## src/gmc_pkg.sv

```systemverilog
`timescale 1ns / 1ps

package gmc_pkg;

  localparam int RAMP_TICKS  = 50;
  localparam int RATIO_LIMIT = 20;

  localparam int TIMER_W   = 6;
  localparam int RATIO_W   = 5;
  localparam int CNT_W     = 8;
  localparam int POS_Q_W   = 11;
  localparam int FORCE_Q_W = 17;

  localparam logic [15:0] RST_POS_CPM   = 16'd10056;
  localparam logic [9:0]  RST_FORCE_CPK = 10'd100;
  localparam logic [7:0]  RST_POS_MIN   = 8'd27;
  localparam logic [7:0]  RST_POS_MAX   = 8'd180;
  localparam logic [7:0]  RST_FORCE_OFS = 8'd7;
  localparam logic [7:0]  RST_FORCE_THR = 8'd15;
  localparam logic [7:0]  RST_MAX_FORCE = 8'd255;
  localparam logic [4:0]  RST_JOG       = 5'd15;

  typedef enum logic [2:0] {
    REG_POS_CPM,
    REG_FORCE_CPK,
    REG_POS_MIN,
    REG_POS_MAX,
    REG_FORCE_OFS,
    REG_FORCE_THR,
    REG_MAX_FORCE,
    REG_JOG
  } reg_idx_t;

  typedef enum logic [1:0] {
    ST_OK,
    ST_NEG,
    ST_BAD_POS,
    ST_BUSY
  } status_t;

  typedef enum logic [1:0] {
    PH_IDLE,
    PH_ARMED,
    PH_MOVING
  } phase_t;

  typedef struct packed {
    logic [15:0]        pos_cpm;
    logic [9:0]         force_cpk;
    logic [CNT_W-1:0]   pos_min;
    logic [CNT_W-1:0]   pos_max;
    logic [CNT_W-1:0]   force_ofs;
    logic [CNT_W-1:0]   force_thr;
    logic [CNT_W-1:0]   max_force;
    logic [RATIO_W-1:0] jog;
  } cfg_t;

  typedef struct packed {
    logic                 command;
    logic                 negative;
    logic [POS_Q_W-1:0]   pos_q;
    logic [FORCE_Q_W-1:0] force_q;
    logic [CNT_W-1:0]     force_smp;
    logic [CNT_W-1:0]     pos_smp;
  } s1_t;

endpackage

```

## src/gmc_ifs.sv

```systemverilog
`timescale 1ns / 1ps

interface gmc_in_if;
  logic               valid;
  logic               ready;
  logic               command;
  logic signed [11:0] target_mm;
  logic signed [15:0] target_kg;
  logic [7:0]         force_sample;
  logic [7:0]         position_sample;

  modport source (output valid, command, target_mm, target_kg, force_sample,
                  position_sample, input ready);
  modport sink (input valid, command, target_mm, target_kg, force_sample,
                position_sample, output ready);
endinterface

interface gmc_out_if;
  logic       valid;
  logic       ready;
  logic [4:0] motor_ratio;
  logic       direction_in;
  logic       busy_res;
  logic [1:0] status;
  logic       done_res;

  modport source (output valid, motor_ratio, direction_in, busy_res, status, done_res,
                  input ready);
  modport sink (input valid, motor_ratio, direction_in, busy_res, status, done_res,
                output ready);
endinterface

interface gmc_cfg_if;
  logic        valid;
  logic        ready;
  logic [2:0]  index;
  logic [15:0] data;

  modport source (output valid, index, data, input ready);
  modport sink (input valid, index, data, output ready);
endinterface

```

## src/gmc_regs.sv

```systemverilog
`timescale 1ns / 1ps

module gmc_regs
  import gmc_pkg::*;
(
  input  logic       clk,
  input  logic       rst_n,
  gmc_cfg_if.sink    cfg_ch,
  output cfg_t       cfg
);

  cfg_t cfg_r;

  assign cfg_ch.ready = 1'b1;
  assign cfg         = cfg_r;

  always_ff @(posedge clk) begin
    if (!rst_n) begin
      cfg_r.pos_cpm   <= RST_POS_CPM;
      cfg_r.force_cpk <= RST_FORCE_CPK;
      cfg_r.pos_min   <= RST_POS_MIN;
      cfg_r.pos_max   <= RST_POS_MAX;
      cfg_r.force_ofs <= RST_FORCE_OFS;
      cfg_r.force_thr <= RST_FORCE_THR;
      cfg_r.max_force <= RST_MAX_FORCE;
      cfg_r.jog       <= RST_JOG;
    end else if (cfg_ch.valid) begin
      case (reg_idx_t'(cfg_ch.index))
        REG_POS_CPM:   cfg_r.pos_cpm   <= cfg_ch.data;
        REG_FORCE_CPK: cfg_r.force_cpk <= cfg_ch.data[9:0];
        REG_POS_MIN:   cfg_r.pos_min   <= cfg_ch.data[CNT_W-1:0];
        REG_POS_MAX:   cfg_r.pos_max   <= cfg_ch.data[CNT_W-1:0];
        REG_FORCE_OFS: cfg_r.force_ofs <= cfg_ch.data[CNT_W-1:0];
        REG_FORCE_THR: cfg_r.force_thr <= cfg_ch.data[CNT_W-1:0];
        REG_MAX_FORCE: cfg_r.max_force <= cfg_ch.data[CNT_W-1:0];
        REG_JOG:       cfg_r.jog       <= cfg_ch.data[RATIO_W-1:0];
        default: begin
        end
      endcase
    end
  end

endmodule

```

## src/gmc_scale.sv

```systemverilog
`timescale 1ns / 1ps

module gmc_scale
  import gmc_pkg::*;
(
  input  logic    clk,
  input  logic    rst_n,
  gmc_in_if.sink  in_ch,
  input  cfg_t    cfg,
  input  logic    adv,
  output logic    s1_valid,
  output s1_t     s1
);

  logic        s1_valid_r;
  s1_t         s1_r;
  s1_t         s1_nxt;
  logic [26:0] pos_prod;
  logic [24:0] force_prod;
  logic        take;

  // sign bits are checked separately, so only magnitude bits enter the multipliers
  assign pos_prod   = 27'(in_ch.target_mm[10:0]) * 27'(cfg.pos_cpm);
  assign force_prod = 25'(in_ch.target_kg[14:0]) * 25'(cfg.force_cpk);

  assign in_ch.ready = !s1_valid_r || adv;
  assign take        = in_ch.valid && in_ch.ready;

  always_comb begin
    s1_nxt.command   = in_ch.command;
    s1_nxt.negative  = in_ch.target_mm[11] || in_ch.target_kg[15];
    s1_nxt.pos_q     = pos_prod[26:16];
    s1_nxt.force_q   = force_prod[24:8];
    s1_nxt.force_smp = in_ch.force_sample;
    s1_nxt.pos_smp   = in_ch.position_sample;
  end

  always_ff @(posedge clk) begin
    if (!rst_n) begin
      s1_valid_r <= 1'b0;
    end else if (take) begin
      s1_valid_r <= 1'b1;
    end else if (adv) begin
      s1_valid_r <= 1'b0;
    end
  end

  always_ff @(posedge clk) begin
    if (take) begin
      s1_r <= s1_nxt;
    end
  end

  assign s1_valid = s1_valid_r;
  assign s1       = s1_r;

endmodule

```

## src/gmc_ctrl.sv

```systemverilog
`timescale 1ns / 1ps

module gmc_ctrl
  import gmc_pkg::*;
(
  input  logic      clk,
  input  logic      rst_n,
  input  logic      s1_valid,
  input  s1_t       s1,
  input  cfg_t      cfg,
  output logic      adv,
  gmc_out_if.source out_ch
);

  phase_t             phase_r, phase_nxt;
  logic [CNT_W-1:0]   goal_pos_r, goal_pos_nxt;
  logic [CNT_W-1:0]   goal_force_r, goal_force_nxt;
  logic [RATIO_W-1:0] boost_r, boost_nxt;
  logic [TIMER_W-1:0] timer_r, timer_nxt;
  logic [CNT_W-1:0]   last_pos_r, last_pos_nxt;
  logic [CNT_W-1:0]   last_force_r, last_force_nxt;
  logic               dir_r, dir_nxt;

  logic               out_valid_r;
  logic [RATIO_W-1:0] ratio_r, ratio_nxt;
  logic               odir_r;
  logic               busy_r;
  status_t            status_r, status_nxt;
  logic               done_r, done_nxt;

  logic               fire;
  logic               is_move;
  logic               busy;
  logic [11:0]        pos_goal_w;
  logic               pos_bad;
  logic [17:0]        force_w;
  logic [CNT_W-1:0]   force_goal;
  logic               move_ok;
  logic               stop;
  logic [RATIO_W:0]   ratio_sum;
  logic [RATIO_W:0]   drive_sum;
  logic               can_boost;

  assign adv  = !out_valid_r || out_ch.ready;
  assign fire = s1_valid && adv;

  // shared decode
  always_comb begin
    is_move    = !s1.command;
    busy       = (phase_r != PH_IDLE);
    pos_goal_w = {1'b0, s1.pos_q} + 12'(cfg.pos_min);
    pos_bad    = pos_goal_w > 12'(cfg.pos_max);
    if (s1.force_q == '0) begin
      force_w = 18'(cfg.force_thr);
    end else begin
      force_w = 18'(s1.force_q) + 18'(cfg.force_ofs);
    end
    force_goal = (force_w > 18'(cfg.max_force)) ? cfg.max_force : force_w[CNT_W-1:0];
    move_ok    = is_move && !busy && !s1.negative && !pos_bad;
    if (dir_r) begin
      stop = (s1.force_smp >= goal_force_r) || (s1.pos_smp <= goal_pos_r);
    end else begin
      stop = (s1.pos_smp >= goal_pos_r);
    end
    ratio_sum = {1'b0, cfg.jog} + {1'b0, boost_r};
    can_boost = (ratio_sum < (RATIO_W + 1)'(RATIO_LIMIT)) &&
                (s1.force_smp > cfg.force_thr) && (s1.force_smp < cfg.max_force);
  end

  // next state
  always_comb begin
    phase_nxt      = phase_r;
    goal_pos_nxt   = goal_pos_r;
    goal_force_nxt = goal_force_r;
    boost_nxt      = boost_r;
    timer_nxt      = timer_r;
    last_pos_nxt   = last_pos_r;
    last_force_nxt = last_force_r;
    dir_nxt        = dir_r;
    if (fire) begin
      if (is_move) begin
        if (move_ok) begin
          goal_pos_nxt   = pos_goal_w[CNT_W-1:0];
          goal_force_nxt = force_goal;
          dir_nxt        = (pos_goal_w[CNT_W-1:0] < last_pos_r);
          boost_nxt      = '0;
          timer_nxt      = '0;
          phase_nxt      = PH_ARMED;
        end
      end else begin
        last_pos_nxt   = s1.pos_smp;
        last_force_nxt = s1.force_smp;
        if (busy) begin
          if (stop) begin
            phase_nxt = PH_IDLE;
          end else begin
            phase_nxt = PH_MOVING;
            if (dir_r) begin
              if (timer_r != '0) begin
                timer_nxt = timer_r - 1'b1;
              end else if (can_boost) begin
                boost_nxt = boost_r + 1'b1;
                timer_nxt = TIMER_W'(RAMP_TICKS - 1);
              end
            end
          end
        end
      end
    end
  end

  // result fields
  always_comb begin
    drive_sum = {1'b0, cfg.jog} + {1'b0, boost_nxt};
    if (phase_nxt != PH_MOVING) begin
      ratio_nxt = '0;
    end else if (dir_nxt) begin
      ratio_nxt = drive_sum[RATIO_W-1:0];
    end else begin
      ratio_nxt = cfg.jog;
    end
    status_nxt = ST_OK;
    if (is_move) begin
      if (busy) begin
        status_nxt = ST_BUSY;
      end else if (s1.negative) begin
        status_nxt = ST_NEG;
      end else if (pos_bad) begin
        status_nxt = ST_BAD_POS;
      end
    end
    done_nxt = !is_move && busy && stop;
  end

  always_ff @(posedge clk) begin
    if (!rst_n) begin
      phase_r      <= PH_IDLE;
      goal_pos_r   <= '0;
      goal_force_r <= '0;
      boost_r      <= '0;
      timer_r      <= '0;
      last_pos_r   <= '0;
      last_force_r <= '0;
      dir_r        <= 1'b0;
      out_valid_r  <= 1'b0;
    end else begin
      phase_r      <= phase_nxt;
      goal_pos_r   <= goal_pos_nxt;
      goal_force_r <= goal_force_nxt;
      boost_r      <= boost_nxt;
      timer_r      <= timer_nxt;
      last_pos_r   <= last_pos_nxt;
      last_force_r <= last_force_nxt;
      dir_r        <= dir_nxt;
      if (fire) begin
        out_valid_r <= 1'b1;
      end else if (out_ch.ready) begin
        out_valid_r <= 1'b0;
      end
    end
  end

  always_ff @(posedge clk) begin
    if (fire) begin
      ratio_r  <= ratio_nxt;
      odir_r   <= dir_nxt;
      busy_r   <= (phase_nxt != PH_IDLE);
      status_r <= status_nxt;
      done_r   <= done_nxt;
    end
  end

  assign out_ch.valid        = out_valid_r;
  assign out_ch.motor_ratio  = ratio_r;
  assign out_ch.direction_in = odir_r;
  assign out_ch.busy_res     = busy_r;
  assign out_ch.status       = status_r;
  assign out_ch.done_res     = done_r;

endmodule

```

## src/gripper_move_controller_core.sv

```systemverilog
`timescale 1ns / 1ps

// Gripper move controller. Takes one item (move command or sample tick) per clock
// while the output side is not stalled, and returns exactly one result item per
// input item, which passes the first stage register and then the output register.
// The first stage scales the move targets to ADC counts with two small multipliers
// (11x16 and 15x10 magnitude bits) and registers the products; the second stage
// range-checks the goals, runs the idle/armed/moving sequence and the PWM ramp, and
// loads the output register. Input ready follows the output side, so a stalled result
// holds at most the two stage registers before input ready drops.

module gripper_move_controller_core
  import gmc_pkg::*;
(
  input  logic      clk,
  input  logic      rst_n,
  gmc_in_if.sink    in_ch,
  gmc_out_if.source out_ch,
  gmc_cfg_if.sink   cfg_ch
);

  cfg_t cfg;
  logic adv;
  logic s1_valid;
  s1_t  s1;

  gmc_regs u_regs (
    .clk    (clk),
    .rst_n  (rst_n),
    .cfg_ch (cfg_ch),
    .cfg    (cfg)
  );

  gmc_scale u_scale (
    .clk      (clk),
    .rst_n    (rst_n),
    .in_ch    (in_ch),
    .cfg      (cfg),
    .adv      (adv),
    .s1_valid (s1_valid),
    .s1       (s1)
  );

  gmc_ctrl u_ctrl (
    .clk      (clk),
    .rst_n    (rst_n),
    .s1_valid (s1_valid),
    .s1       (s1),
    .cfg      (cfg),
    .adv      (adv),
    .out_ch   (out_ch)
  );

  a_idle_stopped: assert property (@(posedge clk) disable iff (!rst_n)
    out_ch.valid |-> (out_ch.busy_res || out_ch.motor_ratio == '0))
    else $error("motor driven while not busy");

  a_done_idle: assert property (@(posedge clk) disable iff (!rst_n)
    (out_ch.valid && out_ch.done_res) |->
      (!out_ch.busy_res && out_ch.status == ST_OK && out_ch.motor_ratio == '0))
    else $error("done item not idle");

  a_refuse_busy: assert property (@(posedge clk) disable iff (!rst_n)
    (out_ch.valid && out_ch.status == ST_BUSY) |-> (out_ch.busy_res && !out_ch.done_res))
    else $error("busy refusal while idle");

  a_accept_result: assert property (@(posedge clk) disable iff (!rst_n)
    (in_ch.valid && in_ch.ready) |-> ##2 out_ch.valid)
    else $error("accepted item produced no result");

endmodule

```

## src/flat_wrapper.sv

```systemverilog
// flat-port wrapper written by rule: the top's interface ports become plain ports
module gripper_move_controller_core_flat import gmc_pkg::*;
  (clk, rst_n, in_ch_valid, in_ch_command, in_ch_target_mm, in_ch_target_kg, in_ch_force_sample, in_ch_position_sample, in_ch_ready, out_ch_valid, out_ch_motor_ratio, out_ch_direction_in, out_ch_busy_res, out_ch_status, out_ch_done_res, out_ch_ready, cfg_ch_valid, cfg_ch_index, cfg_ch_data, cfg_ch_ready);
  gmc_in_if in_ch_i ();
  gmc_out_if out_ch_i ();
  gmc_cfg_if cfg_ch_i ();
  input  logic clk;
  input  logic rst_n;
  input wire logic [$bits(in_ch_i.valid)-1:0] in_ch_valid;
  input wire logic [$bits(in_ch_i.command)-1:0] in_ch_command;
  input wire logic [$bits(in_ch_i.target_mm)-1:0] in_ch_target_mm;
  input wire logic [$bits(in_ch_i.target_kg)-1:0] in_ch_target_kg;
  input wire logic [$bits(in_ch_i.force_sample)-1:0] in_ch_force_sample;
  input wire logic [$bits(in_ch_i.position_sample)-1:0] in_ch_position_sample;
  output wire logic [$bits(in_ch_i.ready)-1:0] in_ch_ready;
  output wire logic [$bits(out_ch_i.valid)-1:0] out_ch_valid;
  output wire logic [$bits(out_ch_i.motor_ratio)-1:0] out_ch_motor_ratio;
  output wire logic [$bits(out_ch_i.direction_in)-1:0] out_ch_direction_in;
  output wire logic [$bits(out_ch_i.busy_res)-1:0] out_ch_busy_res;
  output wire logic [$bits(out_ch_i.status)-1:0] out_ch_status;
  output wire logic [$bits(out_ch_i.done_res)-1:0] out_ch_done_res;
  input wire logic [$bits(out_ch_i.ready)-1:0] out_ch_ready;
  input wire logic [$bits(cfg_ch_i.valid)-1:0] cfg_ch_valid;
  input wire logic [$bits(cfg_ch_i.index)-1:0] cfg_ch_index;
  input wire logic [$bits(cfg_ch_i.data)-1:0] cfg_ch_data;
  output wire logic [$bits(cfg_ch_i.ready)-1:0] cfg_ch_ready;
  assign in_ch_i.valid = in_ch_valid;
  assign in_ch_i.command = in_ch_command;
  assign in_ch_i.target_mm = in_ch_target_mm;
  assign in_ch_i.target_kg = in_ch_target_kg;
  assign in_ch_i.force_sample = in_ch_force_sample;
  assign in_ch_i.position_sample = in_ch_position_sample;
  assign in_ch_ready = in_ch_i.ready;
  assign out_ch_valid = out_ch_i.valid;
  assign out_ch_motor_ratio = out_ch_i.motor_ratio;
  assign out_ch_direction_in = out_ch_i.direction_in;
  assign out_ch_busy_res = out_ch_i.busy_res;
  assign out_ch_status = out_ch_i.status;
  assign out_ch_done_res = out_ch_i.done_res;
  assign out_ch_i.ready = out_ch_ready;
  assign cfg_ch_i.valid = cfg_ch_valid;
  assign cfg_ch_i.index = cfg_ch_index;
  assign cfg_ch_i.data = cfg_ch_data;
  assign cfg_ch_ready = cfg_ch_i.ready;
  gripper_move_controller_core u_core (.clk(clk), .rst_n(rst_n), .in_ch(in_ch_i), .out_ch(out_ch_i), .cfg_ch(cfg_ch_i));
endmodule
```

## config.mk

```make
export PLATFORM = sky130hd
export DESIGN_NAME = gripper_move_controller_core_flat
export DESIGN_NICKNAME = d
export VERILOG_FILES = /design/src/gmc_pkg.sv /design/src/gmc_ifs.sv /design/src/gmc_regs.sv /design/src/gmc_scale.sv /design/src/gmc_ctrl.sv /design/src/gripper_move_controller_core.sv /design/src/flat_wrapper.sv
export SDC_FILE = /design/constraint.sdc
export NUM_CORES = 1
export LEC_CHECK = 0
export ABC_CLOCK_PERIOD_IN_PS = 5350
export CAP_MARGIN = 15
export CORE_MARGIN = 10
export CORE_UTILIZATION = 45
export CTS_CLUSTER_DIAMETER = 30
export CTS_CLUSTER_SIZE = 40
export DETAILED_ROUTE_END_ITERATION = 16
export DONT_BUFFER_PORTS = 1
export GPL_TIMING_DRIVEN = 0
export HOLD_SLACK_MARGIN = 0.03
export PLACE_DENSITY_LB_ADDON = 0.05
export SYNTH_ARGS = -nofsm -noshare
export SYNTH_HDL_FRONTEND = slang
export SYNTH_HIERARCHICAL = 1
export SYNTH_SLANG_ARGS = --single-unit
```

## constraint.sdc

```tcl
create_clock -name clk -period 5.35 [get_ports clk]
set_input_delay 0.8025 -clock clk [delete_from_list [all_inputs] [get_ports clk]]
set_output_delay 0.8025 -clock clk [all_outputs]
set_load 0.01 [all_outputs]
```

==> results of run 1 <==
area by class of cell:
class                           count  share of cell area (%)
Multi-Input combinational cell   1488                    64.9
Sequential cell                   167                    18.8
Inverter                          311                    5.54
Buffer                             88                    3.19
Tap cell                          532                    3.16
Clock buffer                       17                    2.02
Timing Repair Buffer               33                    1.48
Clock inverter                     15                   0.849
Antenna cell                        1                  0.0119
how the worst min path moves through the flow:
stage,cells after the start,to,startpoint
floorplan,2,u_core/u_ctrl/last_pos_r[0]$_SDFFE_PN0P_,u_core/u_ctrl/last_pos_r[0]$_SDFFE_PN0P_
global placement,2,u_core/u_ctrl/goal_pos_r[7]$_SDFFE_PN0P_,u_core/u_ctrl/goal_pos_r[7]$_SDFFE_PN0P_
CTS,0,u_core/u_scale/s1[2]$_DFFE_PP_,in_ch_position_sample[2]
finish,2,u_core/u_ctrl/last_pos_r[0]$_SDFFE_PN0P_,u_core/u_ctrl/last_pos_r[0]$_SDFFE_PN0P_
detailed placement,2,u_core/u_ctrl/last_pos_r[0]$_SDFFE_PN0P_,u_core/u_ctrl/last_pos_r[0]$_SDFFE_PN0P_
global route,0,u_core/u_scale/s1[1]$_DFFE_PP_,in_ch_position_sample[1]
per-layer routing:
layer	routed length (µm)	global-route usage, %	vias up
li1	-	-	6755
met1	23300	26.6	6975
met2	21900	30.1	272
met3	2200	3.28	43
met4	687	3.95	4
met5	34	0	-
synth_stat cells (21+ instances only):
library cell / n / area [µm²]
fa_1: 228 / 4560
xnor2_1: 30 / 263
and2_1: 167 / 1040
ha_1: 200 / 2500
nand4_1: 27 / 169
a21oi_1: 89 / 445
edfxtp_1: 56 / 1680
nand2_1: 291 / 1090
inv_1: 309 / 1160
a21o_1: 24 / 180
clkbuf_1: 72 / 270
o21ai_0: 32 / 160
nor2b_1: 62 / 388
nand3_1: 21 / 105
mux2i_1: 79 / 791
nor2_1: 55 / 206
dfxtp_1: 111 / 2220
through the flow:
| stage | cell area, µm² | hold WS (ps) | utilization, % | setup TNS [ps] | total power (µW) |
|---|---|---|---|---|---|
| floorplan | 18900 | 432 | - | -11.8 | 4280 |
| global placement | 19600 | 445 | 47.6 | -8150 | 5040 |
| detailed placement | 19600 | 448 | 47.7 | -8960 | 5080 |
| CTS | 20400 | 440 | 49.6 | 0 | 6450 |
| global route | 21100 | 432 | 51.3 | -142 | 7420 |
| finish | 21100 | 456 | 51.3 | 0 | 6780 |
tightest hold or removal path: stages, from the launching register on:
cell and delay, ps:
dfxtp_1 310, nand2_1 50, a21oi_1 50
flip-flops by register name, indices dropped and copies added (netlist names):
name,count
u_core/u_ctrl/boost_r,5
u_core/u_ctrl/dir_r,1
u_core/u_ctrl/goal_force_r,8
u_core/u_ctrl/goal_pos_r,8
u_core/u_ctrl/last_pos_r,8
u_core/u_ctrl/out_ch.busy_res,1
u_core/u_ctrl/out_ch.direction_in,1
u_core/u_ctrl/out_ch.done_res,1
u_core/u_ctrl/out_ch.motor_ratio,5
u_core/u_ctrl/out_ch.status,2
u_core/u_ctrl/out_ch.valid,1
u_core/u_ctrl/phase_r,2
u_core/u_ctrl/timer_r,6
u_core/u_regs/cfg,71
u_core/u_scale/s1,46
u_core/u_scale/s1_valid,1
power by group through the flow:
stage / sequential (µW) / combinational, µW / clock (µW)
finish: 1630 / 3910 / 1240
global route: 1650 / 4450 / 1320
CTS: 1630 / 3540 / 1270
detailed placement: 1660 / 3420 / 0
global placement: 1660 / 3380 / 0
floorplan: 1620 / 2660 / 0
repair_timing:
item                       CTS  global route
pin swaps                    6            68
gates resized for setup     67           177
setup endpoints to repair   24            20
buffers inserted             3            27
gates cloned                 0             2
hold buffers                 0             0
kinds of logic (layout without fill, tap and decap cells):
| kind of cell | after synthesis | count (layout) | synth area share [%] |
|---|---|---|---|
| other | 1 | 2 | 0.0200 |
| xor gates and xnor gates | 45 | 45 | 2.10 |
| and+or+nand+nor | 687 | 687 | 18.4 |
| adders and majority gates | 428 | 428 | 37.6 |
| muxes | 83 | 83 | 4.49 |
| AOI/OAI and AO/OA | 244 | 244 | 8.39 |
| DFF | 167 | 167 | 20.8 |
| buffers and inverters | 402 | 464 | 8.24 |
==> metrics.md, run 1 <==
| Metric | Value |
|---|---|
| Top delay family on crit path | `adder cells` |
| Commonest non-fill, non-tap cell in the layout | `inv_1` |
| WL/cell | `18.2 µm` |
| Fillers | `3894` |
| Synth warn | `6` |
| Antenna-violating nets left | `0` |
| R2R Path End | `u_core/u_scale/s1[31]$_DFFE_PP_` |
| Worst setup path end | `u_core/u_scale/s1[31]$_DFFE_PP_` |
| Dpl hpwl | `39000 µm` |
| Final Net Count | `2603` |
| Final Skew | `17.3 ps` |
| Yosys cell types | `75` |
| R2R Setup Slk | `160 ps` |
| Comb power frac | `57.7%` |
| Number of max-slew violations in the final report | `0` |
| Placed cell count | `2590` |
| Syn Area/Cell | `9.14 µm²` |
| Clk_lat worst skew | `440 ps` |
| Post-synth EDFFs | `56` |
| Mapped cell area | `18800 µm²` |
| Crit path top cell by count | `fa_1` |
| Post-synthesis register bit count | `167` |
| Sinks on Clock Net | `167` |
| Int Pwr | `3860 µW` |
| Req. time, crit path | `5530 ps` |
| Worst setup margin | `147 ps` |
| Post-route minimum period | `5200 ps` |
| Core ar. | `41100 µm²` |
| Critical R2R Launch | `u_core/u_regs/cfg[52]$_SDFFE_PN0P_` |
| Rows | `74` |
| Arr. time, crit path | `5380 ps` |
| Global-route wire length before repair | `76700 µm` |
| H-tree depth | `4` |
| Crit path buf inv count | `3` |
| Register clock-pin slew on the reported worst setup and hold paths | `70 ps` |
| Layout cells sized above 1 | `11.8%` |
| Number of global-route vias before repair | `14343` |
| Port Buf Inserts | `0` |
| Reg2reg path depth | `16` |
| Peak supply drop | `234 µV` |
| Worst path cell trace | `clkbuf_2 -> and2_1 -> fa_1 -> fa_1 -> inv_1 -> fa_1 -> inv_1 -> fa_1 -> fa_1 -> ha_4 -> a21oi_2 -> o21ai_0 -> a31o_2 -> a41o_1 -> a41o_1 -> a21o_1 -> xor2_1` |
| Unrepaired setup endpoints after global routing | `true` |
| Worst hold path type | `reg -> reg` |
| CTS Buf Count | `17` |
| Die area | `50300 µm²` |
| Drt total wl | `48100 µm` |
| Routed vias | `14049` |
| Initial Util | `45.7%` |
| Ports | `82` |
| Antenna violations before repair | `2` |
| Switch Pwr | `2920 µW` |
| Top FF cell, synth | `dfxtp_1` |
| Sw frac | `43.0%` |
| Register area | `3970 µm²` |
| Dpl ws | `-796 ps` |
| CTS tree | `done` |
| Sequential power share | `24.1%` |
| Tot GR Track Use | `19.0%` |
| Finish-stage setup viols | `0` |
| Die Y | `224 µm` |
| Pwr per Cell Area | `322 nW/µm²` |
| Starting DRC count in detailed routing | `721` |
| Period utilization | `97.3%` |
| Slew HR | `12.6%` |
| Seq/Total Area, Yosys | `20.8%` |
| Post-route DRC | `0` |
| Hold Fails Final Rpt | `0` |
| CP max stage delay | `570 ps` |
| Crit path from | `in_ch_target_kg[3]` |
| Cell count along the critical path | `17` |
| Largest net degree at the start of global routing | `33` |
| Net Count, Synth | `2554` |
| Congestion Overflow GR | `0` |
| CP max-delay cell | `fa_1` |
| Commonest cells after routing, fill and taps aside | `inv_1, nand2_1, fa_1, ha_1, and2_1` |
| Ys async rst share | `0%` |
| Crit. End Element | `flip-flop` |
| Root Driver | `clkbuf_16` |
| Non-Filler Instances | `2652` |
| Maximum fanout along the worst path | `10` |
| Type of origin of the critical path | `input port` |
| CTS Buffer Depth | `2` |
| Setup Crit Path Kind | `in -> reg` |
| Maximum clock frequency | `192 MHz` |
| P_leak | `0.00997 µW` |
| Worst-Margin Slew | `1280 ps` |
| Clock network power share | `18.3%` |
| Drt pass-1 iters | `5` |
| Mapped Cells | `2057` |
| Max-cap violation count | `0` |
| GPL Wtd Cong | `0.831` |
| Die X | `224 µm` |
| Area Overhead vs Synth | `12.2%` |
| Vias per cell | `5.30` |
| Outcome | `finished, final reports clean` |
| Area of the multi-input gates | `13700 µm²` |
(Power assumes the default switching activity.)
==> run 2: changes to the inputs <==
--- a/config.mk
+++ b/config.mk
@@ -5,7 +5,7 @@
 export SDC_FILE = /design/constraint.sdc
 export NUM_CORES = 1
 export LEC_CHECK = 0
-export ABC_CLOCK_PERIOD_IN_PS = 5350
+export ABC_CLOCK_PERIOD_IN_PS = 4300
 export CAP_MARGIN = 15
 export CORE_MARGIN = 10
 export CORE_UTILIZATION = 45
==> constraint.sdc (replaced) <==
create_clock -name clk -period 4.3 [get_ports clk]
set_input_delay 0.645 -clock clk [delete_from_list [all_inputs] [get_ports clk]]
set_output_delay 0.645 -clock clk [all_outputs]
set_load 0.02 [all_outputs]
==> run 2 against run 1 <==
  * The flow now finishes with violations (negative setup slack)
  * Global-route usage rose by 1.1 points
  * Register-to-register slack got worse by 1000 ps
  * Worst hold slack got worse by 150 ps
  * Sequential share of layout area fell by 0.95 points
  * Via count rose by 1.7%
  * Sequential power rose by 25%
  * Worst setup slack got worse by 1000 ps
  * Clock-buffer cell count rose by 2
  * Combinational power rose by 48%
  * Critical path depth rose by 1
  * Clock skew fell by 1.4 ps
  * Wire length rose by 3.6%
  * Highest routed layer unchanged
==> metrics.md, run 2 (synthesis results as in run 1) <==
| Metric | Value |
|---|---|
| Outcome | `complete, but fails checks` |
| Failing checks | `negative setup slack` |
| Placed cell count | `2590` |
| Clk_lat worst skew | `430 ps` |
| Number of global-route vias before repair | `14869` |
| Non-Filler Instances | `2686` |
| CTS tree | `done` |
| Max reg flops | `71` |
| H-tree depth | `4` |
| Final Skew | `15.9 ps` |
| Vias per cell | `5.32` |
| Register area | `3960 µm²` |
| Unrepaired setup endpoints after global routing | `true` |
| Setup Crit Path Kind | `reg -> reg` |
| P_leak | `0.0103 µW` |
| Die area | `50300 µm²` |
| Starting DRC count in detailed routing | `749` |
| Area Overhead vs Synth | `17.9%` |
| Slew HR | `38.0%` |
| Hold Buf Count CTS | `0` |
| Worst path cell trace | `clkbuf_16 -> nand2_4 -> fa_1 -> fa_1 -> fa_1 -> inv_1 -> fa_1 -> inv_1 -> fa_1 -> inv_2 -> ha_4 -> nand2_2 -> o211ai_1 -> o211ai_1 -> a21oi_2 -> nor3b_2 -> a31o_2 -> xnor2_2` |
| Reg2reg path depth | `18` |
| Type of origin of the critical path | `flip-flop` |
| Layout cells sized above 1 | `17.4%` |
| Drt pass-1 iters | `5` |
| Worst setup margin | `-874 ps` |
| Worst Hold Endpoint | `u_core/u_scale/s1[14]$_DFFE_PP_` |
| R2R Path End | `u_core/u_scale/s1[43]$_DFFE_PP_` |
| Final Net Count | `2636` |
| Critical R2R Launch | `u_core/u_regs/cfg[60]$_SDFFE_PN0P_` |
| Sinks on Clock Net | `167` |
| Pwr per Cell Area | `420 nW/µm²` |
| Total power | `9310 µW` |
| Global-route wire length before repair | `80500 µm` |
| Arr. time, crit path | `5360 ps` |
| Drt total wl | `49800 µm` |
| Commonest non-fill, non-tap cell in the layout | `inv_1` |
| Congestion Overflow GR | `0` |
| CTS Buffer Depth | `2` |
| Crit path buf inv count | `4` |
| Maximum fanout along the worst path | `5` |
| Crit path top cell by count | `fa_1` |
| Period utilization | `120%` |
| Core ar. | `41100 µm²` |
| CTS Buf Count | `17` |
| Dpl ws | `-1500 ps` |
| Area of the multi-input gates | `14300 µm²` |
| Dpl hpwl | `39400 µm` |
| Finish-stage setup viols | `30` |
| Die X | `224 µm` |
| Ports | `82` |
| Register clock-pin slew on the reported worst setup and hold paths | `80 ps` |
| Post-route DRC | `0` |
| Antenna-violating nets left | `0` |
| CP max-delay cell | `fa_1` |
| Max-cap violation count | `0` |
| Hold Path Depth | `0` |
| Number of max-slew violations in the final report | `0` |
| Antenna violations before repair | `5` |
| Crit. End Element | `flip-flop` |
| Top delay family on crit path | `adder cells` |
| Routed vias | `14283` |
| Die Y | `224 µm` |
| Hold Fails Final Rpt | `0` |
| Post-route minimum period | `5170 ps` |
| Root Driver | `clkbuf_16` |
| CP max stage delay | `550 ps` |
| Peak supply drop | `298 µV` |
| Worst hold path type | `in -> reg` |
| Maximum clock frequency | `193 MHz` |
| Req. time, crit path | `4480 ps` |
| Tot GR Track Use | `20.0%` |
| WL/cell | `18.6 µm` |
| Rows | `74` |
| Largest net degree at the start of global routing | `31` |
| Fillers | `3795` |
| Worst-Margin Slew | `921 ps` |
| R2R Setup Slk | `-870 ps` |
| Commonest cells after routing, fill and taps aside | `inv_1, nand2_1, fa_1, ha_1, and2_1` |
| Hold path start | `in_ch_force_sample[6]` |
| Setup tns final | `-16220 ps` |
| Worst hold slack | `303 ps` |
| Port Buf Inserts | `0` |
| GPL Wtd Cong | `0.840` |
| Initial Util | `45.7%` |
[run 2: worst max path at each step]
| stage | endpoint | start | cells after the start | slack, ps |
|---|---|---|---|---|
| 3_5_place_dp | u_core/u_scale/s1[43]$_DFFE_PP_ | u_core/u_regs/cfg[62]$_SDFFE_PN0P_ | 18 | -1500 |
| 4_1_cts | u_core/u_scale/s1[43]$_DFFE_PP_ | u_core/u_regs/cfg[60]$_SDFFE_PN0P_ | 18 | -770 |
| 3_3_place_gp | u_core/u_scale/s1[43]$_DFFE_PP_ | u_core/u_regs/cfg[62]$_SDFFE_PN0P_ | 18 | -1450 |
| 5_1_grt | u_core/u_scale/s1[43]$_DFFE_PP_ | u_core/u_regs/cfg[60]$_SDFFE_PN0P_ | 18 | -950 |
| 6_report | u_core/u_scale/s1[43]$_DFFE_PP_ | u_core/u_regs/cfg[60]$_SDFFE_PN0P_ | 18 | -870 |
| 2_1_floorplan | u_core/u_scale/s1[31]$_DFFE_PP_ | in_ch_target_kg[4] | 17 | -900 |
[run 2: worst reg2reg max path: cells and delay by family, from the launching register on]
kind / cells / cell delay (ps)
AOI/OAI and AO/OA: 4 / 1100
xor gates and xnor gates: 1 / 150
and+or+nand+nor: 3 / 220
DFF: 1 / 380
adders and majority gates: 6 / 2760
buffers and inverters: 4 / 320
[run 2: area by class of cell]
class                           count  area share (%)
Antenna cell                        2          0.0226
Tap cell                          532            3.00
Inverter                          311            5.27
Sequential cell                   167            17.9
Multi-Input combinational cell   1488            64.4
Buffer                             86            4.06
Clock buffer                       19            1.95
Clock inverter                     13           0.632
Timing Repair Buffer               68            2.80
[run 2: through the flow]
| step | util (%) | area [µm²] |
|---|---|---|
| after CTS | 53.3 | 21900 |
| after global placement | 49.0 | 20100 |
| after global routing | 53.9 | 22200 |
| after detailed placement | 49.0 | 20100 |
| after floorplan | - | 19500 |
| final | 53.9 | 22200 |
[run 2: layer usage]
layer / up-vias / wire length [µm] / share of wire, % / GRT usage [%]
met5: - / 34 / 0.068 / 0
li1: 6820 / - / - / -
met3: 31 / 2320 / 4.6 / 3.37
met1: 7132 / 23600 / 47 / 27.5
met2: 296 / 23500 / 47 / 33.0
met4: 4 / 380 / 0.76 / 3.18
[run 2: repair_timing]
item	4_1_cts	5_1_grt
cloned	2	0
gates resized for setup	193	52
setup endpoints to repair	34	48
pin swaps	96	56
buffers inserted	54	11
[run 2: power by group]
group          switching [µW]  total [µW]  internal, µW  leakage (µW)
registers                 130        2030          1900       0.00146
logic                    3090        5770          2680       0.00862
clock network             694        1510           819      0.000275
